### src/lgs_pkg.sv
// Shared types, constants, clamp/mask/next-row functions for Life generation.
package lgs_pkg;

  localparam int MAX_COLUMNS = 64;
  localparam int MAX_ROWS    = 64;
  localparam int ROW_AW      = $clog2(MAX_ROWS);
  localparam int COL_AW      = $clog2(MAX_COLUMNS);
  localparam int CNT_W       = ROW_AW + 1;
  localparam int DIM_W       = 7;

  localparam logic [3:0] BIRTH_COUNT = 4'd3;
  localparam logic [3:0] SURVIVE_LOW = 4'd2;

  localparam logic [DIM_W-1:0] COLS_FULL = DIM_W'(MAX_COLUMNS);
  localparam logic [DIM_W-1:0] ROWS_FULL = DIM_W'(MAX_ROWS);
  localparam logic [CNT_W-1:0] ROW_END   = CNT_W'(MAX_ROWS);

  localparam logic CFG_GRID_WIDTH  = 1'b0;
  localparam logic CFG_GRID_HEIGHT = 1'b1;

  typedef enum logic [1:0] {
    OP_TOGGLE  = 2'd0,
    OP_CLEAR   = 2'd1,
    OP_ADVANCE = 2'd2,
    OP_READ    = 2'd3
  } op_t;

  typedef enum logic [3:0] {
    DP_NOP,
    DP_LATCH,
    DP_CFG,
    DP_CLEAR,
    DP_SWEEP,
    DP_ADV,
    DP_RD_ITEM,
    DP_TOGGLE,
    DP_LOAD
  } dp_op_t;

  typedef enum logic [2:0] {
    S_IDLE,
    S_SWEEP,
    S_ADV,
    S_TGL_RD,
    S_TGL_WR,
    S_CLEAR,
    S_FETCH,
    S_LOAD
  } state_t;

  typedef struct packed {
    dp_op_t op;
  } lgs_cmd_t;

  typedef struct packed {
    logic sweep_done;
    logic adv_done;
  } lgs_status_t;

  // Clamp a written dimension into 1..limit.
  function automatic logic [DIM_W-1:0] lgs_clamp(input logic [DIM_W-1:0] v,
                                                 input logic [DIM_W-1:0] limit);
    logic [DIM_W-1:0] res;
    if (v == '0) begin
      res = DIM_W'(1);
    end else if (v > limit) begin
      res = limit;
    end else begin
      res = v;
    end
    return res;
  endfunction

  // Columns in use as a bit mask.
  function automatic logic [MAX_COLUMNS-1:0] lgs_col_mask(input logic [DIM_W-1:0] w);
    logic [MAX_COLUMNS-1:0] res;
    if (w >= COLS_FULL) begin
      res = '1;
    end else begin
      res = (MAX_COLUMNS'(1) << w[COL_AW-1:0]) - MAX_COLUMNS'(1);
    end
    return res;
  endfunction

  // B3/S23 on one row given the rows above and below; out-of-row cells count dead.
  function automatic logic [MAX_COLUMNS-1:0] lgs_next_row(
      input logic [MAX_COLUMNS-1:0] prv,
      input logic [MAX_COLUMNS-1:0] cur,
      input logic [MAX_COLUMNS-1:0] nxt);
    logic [MAX_COLUMNS-1:0] res;
    logic [MAX_COLUMNS-1:0] pl, pr, cl, cr, nl, nr;
    logic [3:0] n;
    pl = prv << 1;
    pr = prv >> 1;
    cl = cur << 1;
    cr = cur >> 1;
    nl = nxt << 1;
    nr = nxt >> 1;
    res = '0;
    for (int i = 0; i < MAX_COLUMNS; i++) begin
      n = {3'b0, pl[i]} + {3'b0, prv[i]} + {3'b0, pr[i]} + {3'b0, cl[i]}
        + {3'b0, cr[i]} + {3'b0, nl[i]} + {3'b0, nxt[i]} + {3'b0, nr[i]};
      res[i] = (n == BIRTH_COUNT) || (cur[i] && (n == SURVIVE_LOW));
    end
    return res;
  endfunction

endpackage

### src/lgs_ctrl.sv
// Controller: sequences item operations, region sweeps and the output handshake.
module lgs_ctrl
  import lgs_pkg::*;
(
  input  logic        clk,
  input  logic        rst_n,
  input  logic        in_valid,
  input  op_t         in_op,
  output logic        in_ready,
  input  logic        cfg_valid,
  output logic        cfg_ready,
  output logic        out_valid,
  input  logic        out_ready,
  output lgs_cmd_t    cmd,
  input  lgs_status_t status
);

  state_t state_r, state_nxt;
  logic   out_valid_r, out_valid_nxt;
  logic   load_ok;

  assign load_ok   = !out_valid_r || out_ready;
  assign cfg_ready = (state_r == S_IDLE);
  assign in_ready  = (state_r == S_IDLE) && !cfg_valid;

  // next state
  always_comb begin
    state_nxt = state_r;
    unique case (state_r)
      S_IDLE: begin
        if (cfg_valid) begin
          state_nxt = S_SWEEP;
        end else if (in_valid) begin
          unique case (in_op)
            OP_TOGGLE:  state_nxt = S_TGL_RD;
            OP_CLEAR:   state_nxt = S_CLEAR;
            OP_ADVANCE: state_nxt = S_ADV;
            OP_READ:    state_nxt = S_FETCH;
            default:    state_nxt = S_FETCH;
          endcase
        end
      end
      S_SWEEP:  if (status.sweep_done) state_nxt = S_IDLE;
      S_ADV:    if (status.adv_done) state_nxt = S_FETCH;
      S_TGL_RD: state_nxt = S_TGL_WR;
      S_TGL_WR: state_nxt = S_FETCH;
      S_CLEAR:  state_nxt = S_FETCH;
      S_FETCH:  state_nxt = S_LOAD;
      S_LOAD:   if (load_ok) state_nxt = S_IDLE;
      default:  state_nxt = S_IDLE;
    endcase
  end

  // outputs
  always_comb begin
    cmd.op        = DP_NOP;
    out_valid_nxt = out_valid_r && !out_ready;
    unique case (state_r)
      S_IDLE: begin
        if (cfg_valid) begin
          cmd.op = DP_CFG;
        end else if (in_valid) begin
          cmd.op = DP_LATCH;
        end
      end
      S_SWEEP:  cmd.op = DP_SWEEP;
      S_ADV:    cmd.op = DP_ADV;
      S_TGL_RD: cmd.op = DP_RD_ITEM;
      S_TGL_WR: cmd.op = DP_TOGGLE;
      S_CLEAR:  cmd.op = DP_CLEAR;
      S_FETCH:  cmd.op = DP_RD_ITEM;
      S_LOAD: begin
        if (load_ok) begin
          cmd.op        = DP_LOAD;
          out_valid_nxt = 1'b1;
        end
      end
      default: cmd.op = DP_NOP;
    endcase
  end

  always_ff @(posedge clk) begin
    if (!rst_n) begin
      state_r     <= S_IDLE;
      out_valid_r <= 1'b0;
    end else begin
      state_r     <= state_nxt;
      out_valid_r <= out_valid_nxt;
    end
  end

  assign out_valid = out_valid_r;

endmodule

### config.mk
export PLATFORM = sky130hd
export DESIGN_NAME = lgs_ctrl
export DESIGN_NICKNAME = d
export VERILOG_FILES = /design/src/lgs_pkg.sv /design/src/lgs_ctrl.sv
export SDC_FILE = /design/constraint.sdc
export NUM_CORES = 1
export LEC_CHECK = 0
export BUFFER_PORTS_ARGS = -buffer_cell sky130_fd_sc_hd__buf_4
export CORE_AREA = 10 10 47 49
export CTS_BUF_LIST = sky130_fd_sc_hd__clkbuf_16
export DETAILED_ROUTE_END_ITERATION = 16
export DIE_AREA = 0 0 57 59
export PLACE_DENSITY_LB_ADDON = 0.15
export SETUP_SLACK_MARGIN = 0.1
export SYNTH_ARGS = -nofsm -noshare
export SYNTH_HDL_FRONTEND = slang
export SYNTH_SLANG_ARGS = --single-unit
### constraint.sdc
create_clock -name clk -period 1.7 [get_ports clk]
set_input_delay 0.34 -clock clk [delete_from_list [all_inputs] [get_ports clk]]
set_output_delay 0.34 -clock clk [all_outputs]
set_load 0.05 [all_outputs]
==> results_dict.tcl <==
set metrics [dict create \
    regToRegSetupSlack_ps 220 \
    fin_crit_ps 1580 \
    grt_pass1_wl_mm 2.08 \
    cts_sinks 4 \
    h-tree-depth 1 \
    worstHoldStart "rst_n" \
    min_delay_path_depth 2 \
    synth_compound_gate_area_share_pct 37.3 \
    nets 90 \
    synth_xor_area_share_pct 2.23 \
    r2r_cells 5 \
    r2r-end "state_r[0]" \
    vias_per_cell 4.91 \
    end_kind "output port" \
    drtAntennaViolNets 0 \
    path_buf_inv 2 \
    syn_inst 57 \
    start_util_pct 28.0 \
    cts_root_buf "clkbuf_16" \
    worstPathMaxFanout 12 \
    hold_viol_final 0 \
    synthSimpleGateAreaFrac_pct 31.2 \
    syn_to_final_growth_pct 82.5 \
    cts_buffers 3 \
    setup_viol 0 \
    gp_routability_congestion 0.748 \
    cts.clk_slew.worst_paths_ps 30 \
    overflow 0 \
    layout-drive-gt1-share_pct 48.7 \
    wl_per_cell_um 13.1 \
    ys_warn_count 0 \
    synth_area_per_cell_um2 6.89 \
    worst_pin_slew_ps 232 \
    crit-reg2reg-launch "state_r[1]" \
    max_stage_delay_ps 330 \
    utilization_pct 51.2 \
    grt_start_max_net_pins 13 \
    rsz0062_at_grt "yes" \
    relSlewSlack_pct 84.4 \
    hp-class "in2reg" \
    dp_hpwl_um 931 \
    clock_latency_ps 220 \
    yosys_register_bits 4 \
    die-area_um2 3360 \
    die_x_um 57 \
    crit_required_ps 1360 \
    crit_path_top_delay_cell "dfxtp_2" \
    first_iter_violations 5 \
    placed_cell_area_um2 584 \
    grt_util_all_layers_pct 7.62 \
    firstDrtPassIters 3 \
    max_cap_violations 0 \
    ys_types 30 \
    die_h_um 59 \
    post-route-period-util_pct 92.9 \
    synth_top_family_by_area "compound AO/OA/AOI/OAI gates" \
    p_leak_uw 0.000304 \
    final_area_um2 717 \
    max_freq_mhz 633 \
    n_antenna_cell 0 \
    worst_ir_drop_vdd_v 0.000824 \
    coreArea_um2 1400 \
    mappedNetlistArea_um2 393 \
    cpLargestDelayFamily "flip-flops" \
    synth.area.mux_share_pct 0 \
    path_class "reg2out" \
    routed-via-count 462 \
    grt_pass1_vias 450 \
    io_buffers 15 \
    cts_tree "built" \
    fp-row-count 14 \
    arrival_ps 1240 \
    seq_area_frac_synth_pct 20.4 \
    power.density_nw_per_um2 2410 \
    syn_nets 67 \
    antenna_found_initial 0 \
    cp-start-kind "flip-flop" \
    num_io_pins 16 \
    routed_wl_mm 1.23 \
    cts.path.max_buffers 2 \
    fin_tns_setup_ps 0 \
    outcome "finished, final reports clean" \
    slew_viol_final 0 \
    drcViolationCount 0 \
    layout_commonest_cell "buf_4" \
    hold-path-endpoint "out_valid" \
    cp_cell_sequence "buf_8, xnor2_1, o221ai_1, nand2b_2, buf_6" \
    yosys.area_share.adder_pct 3.18 \
    skew_ps 0.969 \
    layout_common_cells "17 x buf_4, 5 x nand2_1, 5 x nand2b_1, 5 x o21ai_0, 4 x a21oi_1" \
    crit_cells 5 \
]
-- worst reg2reg max path, delay by kind of cell (launching register included) --
family / cells / cell delay (ps)
compound gates: 2 / 190
fa+ha+maj: 1 / 290
buf+inv: 1 / 70
flops: 1 / 360
simple gates: 1 / 500
-- cells by family (layout without fill, tap and decap cells) --
kind of cell | Yosys count | count (layout)
compound gates | 23 | 23
simple gates | 22 | 22
flops | 4 | 4
fa+ha+maj | 1 | 1
buf+inv | 6 | 27
xor+xnor | 1 | 1
-- power breakdown --
group          internal [uW]  switching [uW]  total [uW]
Combinational            491             646        1140
Sequential               143            80.7         223
Clock                    301            66.9         367
Total                    934             794        1730
-- timing repair --
action	4_1_cts	5_1_grt
setup buffers	0	0
endpoints found under the setup margin	6	5
pin swaps	1	2
hold endpoints to repair	0	0
resized for setup	9	6
hold buffers	0	0
-- layout make-up --
class,count,area (um^2)
clock buffer,3,75.1
fill,140,684
inverter,3,11.3
tap,16,20.0
multi-input combinational,47,345
timing repair buffer,21,176
sequential,4,88.8
-- layer usage --
metal,vias to the layer above,global-route usage [%],routed length (um)
met2,11,10.9,541
met4,0,6.04,31
met3,4,2.79,60
met5,-,0,0
li1,250,-,-
met1,197,8.96,594
-- state kept, by name, indices dropped and copies added, names as in the netlist --
signal     count
out_valid      1
state_r        3
-- cells in the mapped netlist --
cell / number / share of area, %
a21boi_0: 1 / 1.9
nand3_1: 2 / 2.5
a21o_1: 1 / 1.9
a21oi_1: 5 / 6.4
nor3b_1: 1 / 1.9
o21ai_0: 6 / 7.6
clkbuf_1: 2 / 1.9
nor2_1: 1 / 0.95
nor2b_1: 2 / 3.2
o22ai_1: 1 / 1.6
nor3_1: 1 / 1.3
o21a_1: 1 / 1.9
a21boi_1: 1 / 1.9
o21ai_2: 1 / 2.2
inv_1: 2 / 1.9
nand2b_1: 6 / 9.6
inv_2: 1 / 0.95
o21bai_1: 1 / 1.9
nor4_1: 1 / 1.6
xnor2_1: 1 / 2.2
or4_1: 1 / 1.9
o221ai_1: 2 / 4.5
ha_1: 1 / 3.2
a31o_2: 1 / 2.2
dfxtp_1: 4 / 20
nand2_1: 5 / 4.8
and2b_1: 1 / 1.9
and3_1: 1 / 1.6
a31oi_1: 2 / 3.2
buf_1: 1 / 0.95
-- worst max-delay path by stage --
stage | from | end | slack, ps
floorplan | state_r[2] | in_ready | -170
global placement | state_r[2] | state_r[0] | 120
detailed placement | state_r[0] | state_r[0] | 100
CTS | state_r[2] | in_ready | 110
global route | state_r[1] | cmd[1] | 60
finish | state_r[1] | cmd[1] | 120
-- stage by stage --
stage	hold slack (ps)	power (uW)	std cells	setup slack (ps)
after detailed placement	584	1230	91	101
after CTS	360	1680	94	108
after floorplan	458	931	57	-169
final	365	1730	94	120
after global placement	594	1230	91	117
after global routing	376	1840	94	57.9
(Power assumes the default switching activity.)
